File: src/rtl/qph_pkg.sv
package qph_pkg;

    localparam int KEY_W = 31;
    localparam int MODE_W = 2;
    localparam int CNT_OUT_W = 12;

    typedef logic [KEY_W-1:0] key_t;
    typedef logic [MODE_W-1:0] mode_t;
    typedef logic [1:0] status_t;
    typedef logic [CNT_OUT_W-1:0] count_t;

    // operation codes
    localparam mode_t MODE_INSERT = 2'd0;
    localparam mode_t MODE_SEARCH = 2'd1;
    localparam mode_t MODE_DELETE = 2'd2;

    // slot status codes
    localparam status_t SLOT_EMPTY = 2'd0;
    localparam status_t SLOT_OCCUPIED = 2'd1;
    localparam status_t SLOT_REMOVED = 2'd2;

    // reported probe count saturates here
    localparam count_t COUNT_MAX = 12'd4095;

    // status from the probe engine to the top level
    typedef struct packed {
        logic clearing;
    } back_stat_t;

endpackage

File: src/rtl/qph_front.sv
module qph_front #(
    parameter int TABLE_SIZE = 4093
) (
    input  logic                       clk,
    input  logic                       rst_n,
    input  logic                       in_valid,
    output logic                       in_ready,
    input  qph_pkg::mode_t             in_mode,
    input  qph_pkg::key_t              in_key,
    output logic                       out_push,
    input  logic                       out_full,
    output qph_pkg::mode_t             out_mode,
    output qph_pkg::key_t              out_key,
    output logic [$clog2(TABLE_SIZE)-1:0] out_home
);
    import qph_pkg::*;

    localparam int IDX_W = $clog2(TABLE_SIZE);
    localparam int SH = KEY_W + IDX_W;
    localparam int PROD_W = 2 * KEY_W + 1;
    localparam logic [63:0] RECIP_FULL = (64'd1 << SH) / TABLE_SIZE;
    localparam logic [31:0] RECIP = RECIP_FULL[31:0];
    localparam key_t T_K = KEY_W'(TABLE_SIZE);

    logic              en;
    logic              v1_reg;
    logic              v2_reg;
    logic              v3_reg;
    mode_t             mode1_reg;
    mode_t             mode2_reg;
    mode_t             mode3_reg;
    key_t              key1_reg;
    key_t              key2_reg;
    key_t              key3_reg;
    logic [PROD_W-1:0] prod2_reg;
    logic [PROD_W-1:0] prod2_next;
    key_t              quot2;
    key_t              qt3_reg;
    key_t              qt3_next;
    key_t              diff3;
    key_t              rem3;

    // the whole pipe stalls while its last word waits on a full queue
    assign en = !(v3_reg && out_full);
    assign in_ready = en;

    // key times reciprocal, then estimated quotient times table size
    assign prod2_next = PROD_W'(key1_reg) * PROD_W'(RECIP);
    assign quot2 = KEY_W'(prod2_reg >> SH);
    assign qt3_next = quot2 * T_K;

    // remainder from the estimate is below twice the table size
    assign diff3 = key3_reg - qt3_reg;
    assign rem3 = (diff3 >= T_K) ? (diff3 - T_K) : diff3;

    assign out_push = v3_reg && !out_full;
    assign out_mode = mode3_reg;
    assign out_key = key3_reg;
    assign out_home = rem3[IDX_W-1:0];

    always_ff @(posedge clk or negedge rst_n)
    begin
        if (!rst_n)
        begin
            v1_reg <= 1'b0;
            v2_reg <= 1'b0;
            v3_reg <= 1'b0;
        end
        else if (en)
        begin
            v1_reg <= in_valid;
            v2_reg <= v1_reg;
            v3_reg <= v2_reg;
        end
    end

    // stage payload
    always_ff @(posedge clk)
    begin
        if (en)
        begin
            mode1_reg <= in_mode;
            key1_reg <= in_key;
            mode2_reg <= mode1_reg;
            key2_reg <= key1_reg;
            prod2_reg <= prod2_next;
            mode3_reg <= mode2_reg;
            key3_reg <= key2_reg;
            qt3_reg <= qt3_next;
        end
    end

endmodule

File: config.mk
export PLATFORM = sky130hd
export DESIGN_NAME = qph_front
export DESIGN_NICKNAME = d
export VERILOG_FILES = /design/src/rtl/qph_pkg.sv /design/src/rtl/qph_front.sv
export SDC_FILE = /design/constraint.sdc
export NUM_CORES = 1
export LEC_CHECK = 0
export ABC_AREA = 0
export BUFFER_PORTS_ARGS = -buffer_cell sky130_fd_sc_hd__buf_2
export CAP_MARGIN = 10
export CORE_MARGIN = 2
export CORE_UTILIZATION = 58
export DETAILED_ROUTE_END_ITERATION = 10
export PLACE_DENSITY = 0.88
export SYNTH_ARGS = -nofsm -noshare
export SYNTH_HDL_FRONTEND = slang
export SYNTH_SLANG_ARGS = --single-unit
File: constraint.sdc
create_clock -name clk -period 6.09 [get_ports clk]
set_input_delay 0.609 -clock clk [delete_from_list [all_inputs] [get_ports clk]]
set_output_delay 0.609 -clock clk [all_outputs]
set_load 0.1 [all_outputs]
Yosys cells after proc, flatten, opt, wreduce, memory -nomap -nowiden. Index checks and enable logic that the tools add are counted. W data, S select, Z words.

Add/sub/neg operators: 2. Multiply operators: 2. Magnitude comparators: 1. Multiplexer cells: 1. Reductions and logical operators: 4.

Operators with widths (count): $mul A31 B25 Y56 const B (1); $ge A31 B12 Y1 const B (1); $mul A20 B12 Y31 const B (1); $sub A31 B31 Y31 (1); $mux W12 (1); $sub A12 B12 Y12 const B (1); $logic_and A1 B1 Y1 (2); $logic_not A1 Y1 (2).

Flip-flop bits (word level): 189. Bits of input ports: 37. Output and inout port bits: 47.

Longest topological paths before layout. Gate-level depths: netlist of run 1.

Word-level depth: 3. Gate-level depth with buffers: 23.

Least setup slack after synthesis of run 1. Ideal clock, no wire load.

Kind: register to output. From: register key3_reg[0] (netlist: out_key[0]). To: output port out_home[11]. Arrival: 5407 ps. Required time: 5481 ps. Slack: 74 ps. Stages on the path, launching flop included: 16. Path buffers: 1. Path through: edfxtp_1 inv_1 ha_1 inv_1 fa_1 a211oi_2 or3b_2 nand3_1 o2111ai_1 nor3_1 nand4b_1 o2111ai_1 or3_4 nor4_4 buf_6 o21ai_0.

Longest elaborated chain between the ends: 3. Elaborated cells between the ends (all ways): 4.

RTL lines: start, declared (line qph_front.sv:34) `key_t key3_reg;`; start signal, assigned (line qph_front.sv:88) `key3_reg <= key2_reg;`; $sub A31 B31 Y31 * (line qph_front.sv:53) `assign diff3 = key3_reg - qt3_reg;`; $ge A31 B12 Y1 / $sub A12 B12 Y12 (equally long branches) (line qph_front.sv:54) `assign rem3 = (diff3 >= T_K) ? (diff3 - T_K) : diff3;`; $mux W12 * (line qph_front.sv:54); end, declared (line qph_front.sv:14) `output logic [$clog2(TABLE_SIZE)-1:0] out_home`.

Every way passes the cells marked *; elsewhere a longest branch is shown, timed or not.

Worst setup path in the final report of run 1.
From: register prod2_reg[47]. To: register qt3_reg[30], data pin.

Longest elaborated chain between the ends: 1.

RTL lines: start, declared (line qph_front.sv:35) `logic [PROD_W-1:0] prod2_reg;`; start signal, assigned (line qph_front.sv:86) `prod2_reg <= prod2_next;`; $mul A20 B12 Y31 (line qph_front.sv:50) `assign qt3_next = quot2 * T_K;`; via qt3_next[30] (line qph_front.sv:39) `key_t qt3_next;`; end signal, assigned (line qph_front.sv:89) `qt3_reg <= qt3_next;`; end, declared (line qph_front.sv:38) `key_t qt3_reg;`.

The timed path passes the listed nets, and every way through them passes these cells. A chain may end at the register's enable or synchronous reset.

==> results of run 1 <==
-- metrics by stage --
stage	worst slack [ps]	utilization, %	std cells	area (um^2)	TNS (ps)
after floorplan	74.1	-	1587	17200	0
after global placement	172	62.0	2072	18200	0
after global routing	-145	65.2	2133	19200	-323
final	87.6	65.2	2133	19200	0
after CTS	9.24	64.1	2105	18800	0
after detailed placement	15.3	62.0	2072	18200	0
-- critical path, delay by kind of cell, from the launching register on --
| kind | cells | cell delay, ps |
|---|---|---|
| buffers and inverters | 4 | 320 |
| flip-flops | 1 | 430 |
| XOR/XNOR | 1 | 80 |
| adder cells (fa/ha/maj) | 6 | 3120 |
| AO/OA/AOI/OAI | 10 | 1820 |
-- path summary, 6_finish.rpt --
path,cells after the start,endpoint,start,slack [ps]
setup / recovery,21,qt3_reg[30],prod2_reg[47],90
hold / removal,1,key1_reg[5],in_key[5],330
setup reg to reg,21,qt3_reg[30],prod2_reg[47],90
hold reg to reg,0,out_key[7],key2_reg[7],420
max in group asynchronous,2,v2_reg,rst_n,5490
min in group asynchronous,2,v1_reg,rst_n,500
-- kinds of logic after synthesis --
| kind of cell | after synthesis |
|---|---|
| muxes | 6 |
| and+or+nand+nor | 215 |
| adders and majority gates | 509 |
| AOI/OAI and AO/OA | 241 |
| DFF | 153 |
| buffers and inverters | 384 |
| xor gates and xnor gates | 79 |
-- metal layers --
metal / GRT usage [%] / share of wire (%) / vias up
li1: - / - / 5644
met1: 34.5 / 39 / 5871
met2: 48.9 / 50 / 545
met3: 4.72 / 6.9 / 129
met4: 12.1 / 4.3 / 0
met5: 0 / 0 / -
-- timing repair --
| action | CTS | global route |
|---|---|---|
| endpoints found under the hold margin | 3 | 0 |
| pin swaps | 0 | 8 |
| endpoints found under the setup margin | 4 | 18 |
| setup buffers | 0 | 28 |
| hold buffers | 1 | 0 |
| gates cloned | 0 | 0 |
| gates resized for setup | 3 | 25 |
-- layout by cell type, fill, tap and decap left out, drive strengths merged, types with 12 or more instances in the layout --
cell / Yosys / routed
o21bai: 17 / 17
nor2: 57 / 57
edfxtp: 150 / 150
o21ai: 46 / 46
fa: 176 / 176
nor3: 14 / 14
ha: 333 / 333
xnor2: 56 / 56
a21oi: 63 / 63
clkbuf: 7 / 17
nand2: 56 / 56
inv: 370 / 381
buf: 7 / 137
xor2: 23 / 23
nand3: 20 / 20
a21o: 34 / 34
nand2b: 12 / 12
-- layout make-up --
type | count | area (um^2)
clock buffers | 17 | 425
clock inverters | 15 | 165
fillers | 2076 | 10200
inverters | 370 | 1390
multi-input cells | 1050 | 11300
flip-flops and latches | 153 | 4580
well taps | 390 | 488
repair buffers | 138 | 831
==> flow_summary.json, run 1 <==
{
  "status": "finished clean",
  "synth.largest_area_cell": "edfxtp_1",
  "drt_pass1_iterations": 6,
  "clock-sinks": 153,
  "synthesis.yosys.warnings": 0,
  "synth-async-reset-ratio_pct": 1.96,
  "postSynthAreaPerCell_um2": 10.8,
  "crit_path_max_fanout": 5,
  "hp-class": "input pin to flop",
  "path_cells": "inv_1, fa_1, inv_1, fa_1, fa_1, fa_1, inv_1, fa_1, inv_1, ha_1, a21oi_1, o21ai_0, a21o_1, a21oi_2, o21ai_2, o41ai_4, o21bai_1, a21oi_2, o21bai_1, a21oi_1, xnor2_1",
  "first_global_vias": 13000,
  "floorplan.core_area_um2": 29400,
  "floorplan.die_area_um2": 31000,
  "fin_crit_sh_pct": 98.6,
  "timing.fmax_ghz": 0.167,
  "clock_latency_of_the_later_clocked_register_in_the_worst_skew_pair_ps": 450,
  "dr.first_iter.drc_count": 1005,
  "yosys-mux-area-fraction_pct": 0.371,
  "area_delta_synth_final_pct": 11.5,
  "die_height_um": 176,
  "detail_route.vias_per_cell": 5.71,
  "final_net_count": 2276,
  "tritoncts": "built",
  "die-width_um": 176,
  "fp-row-count": 63,
  "remaining_drc_errors": 0,
  "number_of_storage_elements_in_the_synthesis_netlist": 153,
  "htreeDepth": 4,
  "skew_ps": 16.4,
  "yosysUniqueCellTypes": 67,
  "rel_slew_slack_pct": 44.3,
  "place.port_buffers": 83,
  "grt_pass1_wl_um": 67200,
  "path_clk_slew_ps": 80,
  "worst_setup_path_end_kind": "flop",
  "post_synthesis_net_count": 2133,
  "dominant_combinational_cell_family_by_area_after_synthesis": "adder cells",
  "timing.final.max_slew_violations": 0,
  "slowest_stage": "fa_1",
  "post_synth_fa_ha_maj_area_fraction_pct": 44.7,
  "syn_area_um2": 17200,
  "synth_top_cells_by_area": "edfxtp_1 26%, ha_1 24%, fa_1 20%, inv_1 8.1%, xnor2_1 2.9%",
  "worst_slew_pin_slew_ps": 835,
  "holdWs_ps": 330,
  "clock_path_buffers": 2,
  "drive_gt1_share_pct": 11.8,
  "grt_antenna_before_repair": 0,
  "crit_arrival_ps": 6190,
  "hold_viol": 0,
  "required_ps": 6280,
  "setup_repair_after_global_routing_missed_its_margin": "true",
  "cp-start-kind": "flop",
  "period_needed_ps": 6000,
  "drt-wirelength-per-cell_um": 19.9,
  "synth_simple_gate_area_share_pct": 6.21,
  "synth_compound_gate_area_share_pct": 9.51,
  "cts-root-buf": "clkbuf_16",
  "synth.top_cells.by_count": "370 x inv_1, 333 x ha_1, 176 x fa_1, 150 x edfxtp_1, 62 x a21oi_1",
  "setup_viol": 0,
  "cts_inserted_buffers": 17,
  "synth-edff-count": 150,
  "synth_most_common_cell": "inv_1",
  "synth_sequential_area_ratio_pct": 26.6,
  "ys_dominant_reg_cell": "edfxtp_1",
  "synth_xor_area_share_pct": 4.02,
  "timing.critical_path.mode_cell": "fa_1",
  "final_antenna_net_count": 0,
  "design.portCount": 84,
  "yosysTopAreaCellShare_pct": 26.2,
  "dp_hpwl_um": 32700,
  "num_vias": 12200,
  "grt_start_max_net_pins": 67,
  "grt_remaining_overflow": 0,
  "wirelength_um": 42400,
  "worst_path_largest_cell_delay_ps": 600,
  "gpl.final_weighted_congestion": 1.00,
  "grt_use_total_pct": 28.1,
  "initial_core_util_pct": 58.5,
  "synthCells": 1587,
  "max_cap_viol_count": 0,
  "path_class": "flop to flop",
  "antenna-diode-count": 0
}
Power of run 1 is left out: the tool's default activity adds up to more than one toggle a clock period on the data nets, which glitch-free logic cannot reach.
==> run 2, diff against run 1 <==
- CORE_MARGIN: 2 -> not set
==> run 2 against run 1 <==
Clock skew decreased by 0.53 ps; setup slack got worse by 26 ps; register-to-register slack got worse by 30 ps; cell count about the same; maximum frequency decreased by 0.42%; sequential share of layout area increased by 0.055 points; core utilization increased by 0.90 points.
==> flow_summary.json, run 2 (synthesis gave the netlist of run 1 again) <==
{
  "cts_inserted_buffers": 17,
  "dr.first_iter.drc_count": 895,
  "worst_setup_path_end_kind": "flop",
  "grt_remaining_overflow": 0,
  "status": "finished clean",
  "max_cap_viol_count": 0,
  "grt_start_max_net_pins": 154,
  "skew_ps": 15.9,
  "cp-start-kind": "flop",
  "wirelength_um": 40400,
  "layout_common_cells": "370 x inv_1, 333 x ha_1, 170 x fa_1",
  "initial_core_util_pct": 59.4,
  "num_vias": 12100,
  "drive_gt1_share_pct": 11.6,
  "fin_crit_sh_pct": 99.0,
  "design.portCount": 84,
  "remaining_drc_errors": 0,
  "holdWs_ps": 319,
  "htreeDepth": 4,
  "tritoncts": "built",
  "cts-root-buf": "clkbuf_16",
  "antenna-diode-count": 0,
  "drt-wirelength-per-cell_um": 19.0,
  "grt_use_total_pct": 27.7,
  "hp-class": "input pin to flop",
  "mostFrequentLayoutCell": "inv_1",
  "required_ps": 6300,
  "area_delta_synth_final_pct": 11.2,
  "final_net_count": 2280,
  "clock-sinks": 153,
  "grt_antenna_before_repair": 1,
  "drt_pass1_iterations": 5,
  "detail_route.vias_per_cell": 5.70,
  "fp-row-count": 62,
  "utilization_pct": 66.1,
  "grt_pass1_wl_um": 64800,
  "final_antenna_net_count": 0,
  "clock_path_buffers": 2,
  "rel_slew_slack_pct": 43.1,
  "crit_arrival_ps": 6230,
  "worst_slew_pin_slew_ps": 854,
  "path_class": "flop to flop",
  "place.port_buffers": 83,
  "setup_repair_after_global_routing_missed_its_margin": "true",
  "crit_path_max_fanout": 7,
  "die_height_um": 174,
  "setup_viol": 0,
  "clock_latency_of_the_later_clocked_register_in_the_worst_skew_pair_ps": 460,
  "first_global_vias": 12800,
  "floorplan.core_area_um2": 28900,
  "hold_viol": 0,
  "floorplan.die_area_um2": 30300,
  "die-width_um": 174,
  "timing.final.max_slew_violations": 0,
  "path_clk_slew_ps": 80,
  "dp_hpwl_um": 32200,
  "period_needed_ps": 6030,
  "timing.fmax_ghz": 0.166,
  "gpl.final_weighted_congestion": 1.01
}
-- run 2: changes by cell type in the layout (fill, tap and decap cells not counted), moves of 2 or more --
cell,previous run,this run
a21oi_1,59,61
a21oi_2,4,2
buf_4,54,57
clkinvlp_4,1,3
inv_6,2,5
inv_8,8,4
o21ai_2,2,0
o41ai_2,1,3
o41ai_4,2,0
-- run 2: per-layer routing --
| metal | track usage [%] | share of wire, % | vias up |
|---|---|---|---|
| li1 | - | - | 5653 |
| met1 | 34.1 | 39 | 5905 |
| met2 | 47.7 | 49 | 462 |
| met3 | 5.10 | 7.1 | 123 |
| met4 | 11.9 | 4.3 | 2 |
| met5 | 0 | 0.027 | - |
-- run 2: what timing repair did --
item / CTS / global route
hold buffers: 1 / 0
setup endpoints to repair: 14 / 17
endpoints found under the hold margin: 3 / 0
gates resized for setup: 3 / 17
setup buffers: 3 / 28
pin swaps: 1 / 14
-- run 2: path summary, 6_finish.rpt --
check                             startpoint            end  slack [ps]  cells past startpoint
worst max register to register  key1_reg[14]  prod2_reg[60]          60                     22
min in group asynchronous              rst_n         v2_reg         500                      2
worst max-delay path            key1_reg[14]  prod2_reg[60]          60                     22
max in group asynchronous              rst_n         v1_reg        5480                      2
worst min register to register   key2_reg[1]     out_key[1]         420                      0
worst min-delay path               in_key[8]    key1_reg[8]         320                      1
-- run 2: critical path, stage by stage (launching register included) --
cell and delay [ps]:
edfxtp_1 480, ha_1 330, ha_1 320, ha_1 330, fa_1 520, fa_1 550, inv_1 60, fa_1 540
inv_1 50, ha_1 310, nand4_1 190, nor4_4 350, o2111ai_2 230, a311oi_2 260, buf_4 180, nor2_1 60
o21ai_1 140, buf_4 140, nand2_1 60, a31oi_1 210, buf_4 190, nand4_1 130, xnor2_1 150
-- run 2: area by class of cell --
class / count / area (um^2)
well taps: 384 / 480
fillers: 2041 / 9810
clock buffers: 18 / 429
repair buffers: 142 / 873
inverters: 370 / 1390
multi-input cells: 1050 / 11200
flip-flops and latches: 153 / 4580
clock inverters: 14 / 129
-- run 2: through the flow --
step / instance area [um^2] / TNS (ps) / setup WS, ps / instances
2_1_floorplan: 17200 / 0 / 74.1 / 1587
3_3_place_gp: 18200 / 0 / 201 / 2067
3_5_place_dp: 18200 / -14.6 / -14.6 / 2067
4_1_cts: 18800 / 0 / 6.78 / 2103
5_1_grt: 19100 / -817 / -133 / 2131
6_report: 19100 / 0 / 62.0 / 2131
Power of run 2 is left out for the same reason.
