**config.mk**
```make
export PLATFORM = sky130hd
export DESIGN_NAME = qph_fifo
export DESIGN_NICKNAME = d
export VERILOG_FILES = /design/src/rtl/qph_fifo.sv
export SDC_FILE = /design/constraint.sdc
export NUM_CORES = 1
export LEC_CHECK = 0
export ABC_AREA = 1
export CAP_MARGIN = 30
export CORE_UTILIZATION = 30
export DETAILED_ROUTE_END_ITERATION = 12
export DONT_BUFFER_PORTS = 1
export SYNTH_ARGS = -nofsm -noshare
export SYNTH_HDL_FRONTEND = slang
export SYNTH_SLANG_ARGS = --single-unit
```
**constraint.sdc**
```tcl
create_clock -name clk -period 2.4 [get_ports clk]
set_clock_uncertainty 0.1 [all_clocks]
set_input_delay 0.24 -clock clk [delete_from_list [all_inputs] [get_ports clk]]
set_output_delay 0.24 -clock clk [all_outputs]
set_load 0.005 [all_outputs]
```
**src/rtl/qph_fifo.sv**
```systemverilog
module qph_fifo #(
    parameter int WIDTH = 8
) (
    input  logic             clk,
    input  logic             rst_n,
    input  logic             push,
    input  logic [WIDTH-1:0] push_data,
    output logic             full,
    input  logic             pop,
    output logic [WIDTH-1:0] pop_data,
    output logic             empty
);

    logic [WIDTH-1:0] data_reg [2];
    logic             wr_ptr_reg;
    logic             wr_ptr_next;
    logic             rd_ptr_reg;
    logic             rd_ptr_next;
    logic [1:0]       count_reg;
    logic [1:0]       count_next;
    logic             do_push;
    logic             do_pop;

    assign full = (count_reg == 2'd2);
    assign empty = (count_reg == 2'd0);
    assign do_push = push && !full;
    assign do_pop = pop && !empty;
    assign pop_data = data_reg[rd_ptr_reg];

    // pointer and fill count
    always_comb
    begin
        wr_ptr_next = do_push ? !wr_ptr_reg : wr_ptr_reg;
        rd_ptr_next = do_pop ? !rd_ptr_reg : rd_ptr_reg;
        count_next = count_reg;
        if (do_push && !do_pop)
        begin
            count_next = count_reg + 2'd1;
        end
        else if (do_pop && !do_push)
        begin
            count_next = count_reg - 2'd1;
        end
    end

    always_ff @(posedge clk or negedge rst_n)
    begin
        if (!rst_n)
        begin
            wr_ptr_reg <= 1'b0;
            rd_ptr_reg <= 1'b0;
            count_reg <= 2'd0;
        end
        else
        begin
            wr_ptr_reg <= wr_ptr_next;
            rd_ptr_reg <= rd_ptr_next;
            count_reg <= count_next;
        end
    end

    // entry storage
    always_ff @(posedge clk)
    begin
        if (do_push)
        begin
            data_reg[wr_ptr_reg] <= push_data;
        end
    end

endmodule

```
Word level (Yosys, flattened, before mapping). Memory sizes are Yosys's and may differ from the RTL's. Index checks and enable logic that the tools add are counted.

Bits in registers: 4. RAM bits: 16. Word-level logic and storage cells: 23. Memories: 1.

Reduce and logical (&&, ||, !) cells: 12. Muxes and demuxes: 4. $add $sub $neg: 2. Equal/unequal tests: 1.

Memory list: data_reg (words 2, bits a word 8, rd ports 1, clocked after Yosys merged registers in 0, wr ports 1, RTL line 14) `logic [WIDTH-1:0] data_reg [2];`.

Operators by type and width (number): 1-bit zero test (6); 1-bit logical AND (4); 2-bit 2-to-1 mux (2); 2-bit by 1-bit adder with 2-bit output, second input constant (1); 2-bit equality test, second input constant (1); 2-bit zero test (1); 1-bit 2-to-1 mux (2); 2-bit nonzero test (1); 2-bit by 1-bit subtractor with 2-bit output, second input constant (1).

Depth between registers and ports, before layout. Gate-level depths: netlist of run 1.

Word-level depth: 7. Depth in mapped cells: 9. Gate-level depth less buffers: 9.

Least setup slack after synthesis of run 1. OpenSTA, ideal clock, no wires.

Kind: flip-flop to flip-flop. Start: register count_reg[1]. End: memory data_reg[1][0], enable pin. Arrival time: 0.951 ns. Cell stages (with the launch flop): 4. Setup time: 0.371 ns. Required time: 1.929 ns. Slack: 0.978 ns. Path buffers: 0. Clock period less this slack: 1.422 ns. Path through: dfrtp_1 -> inv_1 -> o21ai_0 -> nor2_1.

Longest elaborated chain between the ends: 5.

RTL lines: from (decl) (RTL line 19) `logic [1:0] count_reg;`; from (signal assigned) (RTL line 58) `count_reg <= count_next;`; 2-bit equality test (RTL line 24) `assign full = (count_reg == 2'd2);`; 1-bit zero test (RTL line 26) `assign do_push = push && !full;`; 1-bit logical AND (RTL line 26); 1-bit 2-to-1 mux (RTL line 65) `if (do_push)`; 1-bit 2-to-1 mux (implied by the code) (RTL line 67) `data_reg[wr_ptr_reg] <= push_data;`; to (decl) (RTL line 14).

No other way between the ends.

Worst setup path in the final report of run 1.
Start: register count_reg[1]. End: memory data_reg[1][6], enable pin.

Same word-level chain as after synthesis.

==> impl_metrics.toml, run 1 <==
[timing]
rsz0062_at_grt = "false"
slew_violations = 0
slew_headroom_pct = 53.4
worst_pin_slew_ps = 696
tns_ps = 0
setup_viol = 0
period_needed_ps = 1640
hold_slack_ps = 70.4
final_hold_viol_count = 0
period_share_pct = 68.3
fmax_mhz = 610
worst_slack_ps = 760

[place]
hpwl_um = 958
gp_congestion = 0.659
port_buffers = 0
preCtsSetupSlack_ps = 746
place_inst = 102

[clock_network]
clk_pin_slew_worst_paths_ps = 110
clkSinkCount = 20
cts_tree = "built"
clk_latency_ps = 290
numCtsBuffers = 3
post_cts_buffers = 0
root_buffer = "clkbuf_4"
cts_max_level = 1
cts_max_path_buffers = 2

[detailed_routing]
wl_per_cell_um = 11.8
routed_wl_um = 1370
drtAntennaViolNets = 0
drc = 0
vias_per_cell = 4.41
top_layer = "met4"
met3_length_um = 121
routedLengthMet1_um = 571
dr_wl_met2_um = 656
first_iter_violations = 16
first_pass_iters = 4
num_vias = 511

[global_routing]
grt_pass1_wl_um = 2140
antenna_found_initial = 0
grt_pass1_vias = 488
grt_usage_pct = 11.3
grt_max_degree = 13
grt_overflow = 0

[finish]
syn2layout_area_growth_pct = 22.9
n_antenna_cell = 0
drive_gt1_share_pct = 8.14
final_nets = 100
layout.cells.non_filler = 116
largest_register_ffs = 16

[worst_setup_path]
crit_slowest_cell = "nor2_1"
rr_endpoint = "data_reg[1][6]"
path_cells = "inv_1, o21ai_0, nor2_1"
r2r-start = "count_reg[1]"
crit_arrival_ps = 1470
timing_worst_setup_path_type = "reg -> reg"
regToRegSetupSlack_ps = 760
required_ps = 2230
ff2ff_path_depth = 3
endpoint_kind = "register"
max_stage_delay_ps = 550
crit_fanout = 8
critPathLaunchType = "register"

[job]
maxCapViolCount = 0

[yosys]
ys_warn_count = 0
ys_seq_area_share_pct = 71.7
yosys.area.top_type_share_pct = 59.4
synth_area_leaders = "edfxtp_1 (59%), nand2_1 (15%), dfrtp_1 (12%)"
synth_seq_cells = 20
syn_avg_cell_area_um2 = 11.1
synth_cells = 73
syn_nets = 86
synth.distinct_cells = 14
synth_area_leader_cell = "edfxtp_1"
synth.cell_area_um2 = 810

[power]
total_power_w = 0.00112
peakVddDrop_uv = 850
static-leakage-power_nw = 0.428
powerDensity_nw_per_um2 = 1130

[hold_path]
min_delay_path_depth = 3
hp-class = "in -> reg"
min_from = "pop"
hold_end = "rd_ptr_reg"

[floorplanning]
die_w_um = 53.9
ios = 22
die_h_um = 53.9
die_area_um2 = 2910
initial_core_util_pct = 32.1
coreArea_um2 = 2520
row_count = 18

[status]
status = "finished, final reports clean"
==> cells by family (layout without fill, tap and decap cells) <==
logic type | after synthesis | after routing | share of synthesized area (%)
compound gates | 2 | 2 | 1.24
xor+xnor | 1 | 1 | 1.08
fa+ha+maj | 1 | 1 | 1.55
buf+inv | 9 | 22 | 4.33
flops | 20 | 20 | 71.7
simple gates | 40 | 40 | 20.1
==> where the power goes <==
group / total [W] / switching, W / leakage (nW) / internal, W
combinational: 0.000309 / 0.000206 / 0.204 / 0.000103
sequential: 0.000549 / 0.0000669 / 0.197 / 0.000482
clock: 0.000267 / 0.0000977 / 0.0279 / 0.000169
==> layer usage <==
layer / track usage (%) / vias to the layer above
li1: - / 259
met2: 18.1 / 14
met5: 0 / -
met3: 6.21 / 5
met4: 6.14 / 0
met1: 11.7 / 233
==> synth_stat cells <==
library cell and count:
nand2_1 33, edfxtp_1 16, inv_1 7, dfrtp_1 4
nor2_1 2, nor2_2 2, o21ai_0 2, buf_2 1
ha_1 1, inv_2 1, nand3_1 1, nand3b_1 1
nand4_1 1, xnor2_1 1
==> what timing repair did <==
item                      in CTS  in global routing
hold endpoints to repair      21                  0
hold buffers                  10                  0
gates resized for setup        0                  0
==> cell usage in the layout, fill, tap and decap left out, drive strengths merged <==
master	count
nand3b	1
nand2	33
edfxtp	16
nor2	4
nand4	1
bufinv	1
nand3	1
o21ai	2
dlygate4sd3	10
ha	1
xnor2	1
clkbuf	3
dfrtp	4
inv	8
==> how the worst max path moves through the flow <==
stage                 startpoint        endpoint  slack [ps]  depth (start not counted)
floorplan           count_reg[1]  data_reg[1][0]         980                          3
global placement    count_reg[1]  data_reg[1][2]         840                          3
detailed placement  count_reg[1]  data_reg[1][2]         750                          3
CTS                 count_reg[1]  data_reg[1][4]         740                          3
global route        count_reg[1]  data_reg[1][6]         620                          3
finish              count_reg[1]  data_reg[1][6]         760                          3
==> metrics by stage <==
step	instance area (um2)	utilization [%]
3_3_place_gp	842	33.4
2_1_floorplan	810	-
6_report	995	39.4
3_5_place_dp	842	33.4
4_1_cts	995	39.4
5_1_grt	995	39.4
==> critical path, delay by kind of cell, from the launching register on <==
family | cells | cell delay (ps)
DFF | 1 | 420
and+or+nand+nor | 1 | 550
AOI/OAI and AO/OA | 1 | 100
buffers and inverters | 1 | 110
==> area by class of cell <==
type                            count  area, um2
Sequential cell                    20        581
Timing Repair Buffer               10        100
Clock inverter                      1       30.0
Inverter                            8       30.0
Multi-Input combinational cell     44        194
Fill cell                         250       1530
Clock buffer                        3       22.5
Tap cell                           30       37.5
Note: power is estimated with default switching activity, not from simulation.
==> inputs of run 2 (changes only) <==
Clock period 2.4 ns to 1.5 ns, I/O delays scaled along.
==> impl_metrics.toml, run 2 (synthesis gave the netlist of run 1 again) <==
[status]
status = "finished, final reports clean"

[finish]
final_common_cell = "nand2_1"
final_cell_mix = "nand2_1 (33), edfxtp_1 (16), dlygate4sd3_1 (11)"
nFillCells = 248
layout.cells.non_filler = 122
n_antenna_cell = 0
largest_register_ffs = 16
final_nets = 106
fin_util_pct = 40.8
drive_gt1_share_pct = 16.3
syn2layout_area_growth_pct = 27.2

[global_routing]
grt_pass1_wl_um = 2060
grt_pass1_vias = 504
grt_max_degree = 12
grt_overflow = 0
antenna_found_initial = 0
grt_usage_pct = 10.5

[worst_setup_path]
crit_fanout = 4
endpoint_kind = "register"
crit_end = "count_reg[1]"
crit_slowest_cell = "dfrtp_1"
cp_num_buf_inv = 1
timing_worst_setup_path_type = "reg -> reg"
cp_top_family = "flip-flops"
cp-startpoint = "count_reg[1]"
path_depth = 6
required_ps = 1590
cpMostUsedCell = "nand2_1"
regToRegSetupSlack_ps = 80
rr_endpoint = "count_reg[1]"
crit_arrival_ps = 1510
r2r-start = "count_reg[1]"
path_cells = "o21ai_1, ha_4, inv_1, nand3_1, nand2_1, nand2_1"
critPathLaunchType = "register"
max_stage_delay_ps = 430
ff2ff_path_depth = 6

[clock_network]
clk_latency_ps = 290
clk_pin_slew_worst_paths_ps = 100
clkSinkCount = 20
cts_max_level = 1
cts_max_path_buffers = 2
numCtsBuffers = 3
cts_tree = "built"
root_buffer = "clkbuf_4"

[detailed_routing]
drc = 0
met3_length_um = 74
wl_per_cell_um = 11.2
top_layer = "met4"
routed_wl_um = 1370
drtAntennaViolNets = 0
first_pass_iters = 4
num_vias = 537
vias_per_cell = 4.40
routedLengthMet1_um = 584
first_iter_violations = 6
dr_wl_met2_um = 696

[place]
hpwl_um = 937
place_inst = 106
gp_congestion = 0.668
port_buffers = 0

[timing]
slew_violations = 0
hold_slack_ps = 27.8
final_hold_viol_count = 0
slew_headroom_pct = 80.1
period_share_pct = 94.8
period_needed_ps = 1420
worst_pin_slew_ps = 297
setup_viol = 0
fmax_mhz = 703

[floorplanning]
ios = 22
die_h_um = 53.9
coreArea_um2 = 2520
die_w_um = 53.9
row_count = 18
initial_core_util_pct = 32.1
die_area_um2 = 2910

[job]
maxCapViolCount = 0

[power]
total_power_w = 0.00174
powerDensity_nw_per_um2 = 1690
static-leakage-power_nw = 0.442
peakVddDrop_uv = 1010

[hold_path]
hp-class = "in -> async"
==> run 2: worst min path at each step <==
stage,slack (ps),end,depth (start not counted)
after CTS,30,wr_ptr_reg,1
after detailed placement,-250,wr_ptr_reg,0
after floorplan,-250,count_reg[0],0
final,30,wr_ptr_reg,1
after global placement,-250,wr_ptr_reg,0
after global routing,30,wr_ptr_reg,1
==> run 2: power by group <==
group          total, W  switching, W  internal [W]
clock network  0.000255      0.000151      0.000103
registers      0.000873     0.0000996      0.000773
logic          0.000611      0.000363      0.000248
total           0.00174      0.000614       0.00112
==> run 2: layer usage <==
layer  global-route usage [%]  vias up
met3                     3.11        4
met5                        0        -
met1                     12.4      244
met2                     17.1       15
li1                         -      274
met4                     5.26        0
==> run 2: timing repair <==
item                       CTS  global route
hold endpoints to repair    22             0
hold buffers                11             0
buffers inserted             0             1
gates resized for setup      0             5
setup endpoints to repair    0            17
==> run 2: metrics by stage <==
step / setup TNS [ps] / worst slack (ps) / instance area [um2]
floorplan: 0 / 78.4 / 810
global placement: 0 / 42.4 / 872
detailed placement: 0 / 32.7 / 872
CTS: 0 / 18.2 / 1010
global route: -4.63 / -4.63 / 1030
finish: 0 / 78.2 / 1030
==> run 2: area by class of cell <==
class / count / area, um2 / area share (%)
repair buffers: 16 / 148 / 14.3
well taps: 30 / 37.5 / 3.65
flip-flops and latches: 20 / 582 / 56.5
inverters: 8 / 30.0 / 2.92
clock buffers: 4 / 26.3 / 2.55
multi-input cells: 44 / 206 / 20.0
==> inputs of run 3 (changes only) <==
Settings changed: CORE_UTILIZATION 30 to 32.
==> impl_metrics.toml, run 3 (synthesis gave the netlist of run 1 again) <==
[clock_network]
clk_latency_ps = 290
cts_tree = "built"
root_buffer = "clkbuf_4"
clkSinkCount = 20
numCtsBuffers = 3
clk_pin_slew_worst_paths_ps = 110
cts_max_level = 1
cts_max_path_buffers = 2

[finish]
layout.cells.non_filler = 120
final_area_um2 = 1050
largest_register_ffs = 16
final_nets = 106
drive_gt1_share_pct = 17.4
syn2layout_area_growth_pct = 29.4
n_antenna_cell = 0
final_cell_mix = "nand2_1 (33), edfxtp_1 (16), dlygate4sd3_1 (11)"
nFillCells = 209
multi_input_area_um2 = 199
regArea_um2 = 583
final_common_cell = "nand2_1"

[power]
p_int_w = 0.00129
seqPwrFrac_pct = 45.8
swShare_pct = 33.2
powerDensity_nw_per_um2 = 1850
switchingPower_w = 0.000642
p_clk_share_pct = 22.4
pwr-share-comb_pct = 31.8
static-leakage-power_nw = 0.454
peakVddDrop_uv = 768

[global_routing]
grt_overflow = 0
grt_pass1_wl_um = 2240
grt_max_degree = 13
grt_pass1_vias = 509
grt_usage_pct = 11.4
antenna_found_initial = 0

[floorplanning]
initial_core_util_pct = 35.2
row_count = 17
die_w_um = 52.3
coreArea_um2 = 2300
ios = 22
die_area_um2 = 2730
die_h_um = 52.3

[timing]
worst_pin_slew_ps = 298
period_share_pct = 96.4
setup_viol = 0
period_needed_ps = 1450
slew_violations = 0
worst_slack_ps = 53.8
fmax_mhz = 691
final_hold_viol_count = 0
slew_headroom_pct = 79.9

[worst_setup_path]
crit_slowest_cell = "dfrtp_2"
critPathLaunchType = "register"
cpMostUsedCell = "nand2_1"
crit_fanout = 6
crit_arrival_ps = 1540
max_stage_delay_ps = 470
required_ps = 1600
endpoint_kind = "register"
timing_worst_setup_path_type = "reg -> reg"
path_cells = "o21ai_1, ha_1, inv_1, nand3_1, nand2_1, nand2_1"

[place]
port_buffers = 0
hpwl_um = 982
place_inst = 102
placed_area_um2 = 855
gp_congestion = 0.642
preCtsSetupSlack_ps = -18.0

[detailed_routing]
drc = 0
vias_per_cell = 4.55
first_iter_violations = 21
first_pass_iters = 4
drtAntennaViolNets = 0
wl_per_cell_um = 11.8
routed_wl_um = 1420
num_vias = 546

[hold_path]
hp-class = "in -> async"

[job]
maxCapViolCount = 0

[status]
status = "finished, final reports clean"
## run 3: final cells by class
type                       instances  share of cell area, %
sequential                        20                   55.7
clock buffer                       3                   2.15
tap                               28                   3.35
inverter                           8                   2.87
clock inverter                     1                   2.87
multi-input combinational         44                   19.0
timing repair buffer              16                   14.1
## run 3: per-stage QoR
step | TNS, ps | power [W] | utilization, % | hold slack [ps]
CTS | 0 | 0.00186 | 44.3 | 1.51
floorplan | 0 | 0.00125 | - | -246
global route | -4.21 | 0.00206 | 45.6 | 21.7
global placement | 0 | 0.00137 | 37.2 | -246
detailed placement | -18.0 | 0.00140 | 37.2 | -246
finish | 0 | 0.00193 | 45.6 | 13.7
## run 3: what timing repair did
| action | 4_1_cts | 5_1_grt |
|---|---|---|
| resized for setup | 1 | 5 |
| hold buffers | 11 | 0 |
| hold endpoints to repair | 22 | 0 |
| setup buffers | 0 | 3 |
| endpoints found under the setup margin | 1 | 17 |
## run 3: worst paths after layout
| path | from | end | slack, ps | depth (start not counted) |
|---|---|---|---|---|
| setup / recovery | count_reg[0] | count_reg[1] | 50 | 6 |
| hold / removal | rst_n | count_reg[1] | 10 | 1 |
| setup reg to reg | count_reg[0] | count_reg[1] | 50 | 6 |
| hold reg to reg | wr_ptr_reg | wr_ptr_reg | 410 | 2 |
| max in group asynchronous | rst_n | rd_ptr_reg | 1100 | 1 |
| min in group clk | push | wr_ptr_reg | 20 | 3 |
## run 3: critical path: cells and delay by family (launching register included)
kind                       cells  cell delay (ps)
AOI/OAI and AO/OA              1              220
adders and majority gates      1              290
buffers and inverters          1               80
DFF                            1              470
and+or+nand+nor                3              190
## run 3: power by group through the flow
stage	Clock [W]	Sequential (W)	Combinational, W
after detailed placement	0	0.000895	0.000501
after global placement	0	0.000885	0.000489
final	0.000433	0.000886	0.000615
after global routing	0.000458	0.000908	0.000698
after CTS	0.000446	0.000884	0.000534
after floorplan	0	0.000837	0.000416
## run 3: per-layer routing
layer  wire [um]  vias to the layer above  global-route usage (%)
li1            -                      274                       -
met1         630                      248                    14.0
met2         712                       20                    20.0
met3          52                        4                   0.870
met4          24                        0                    5.26
met5           0                        -                       0
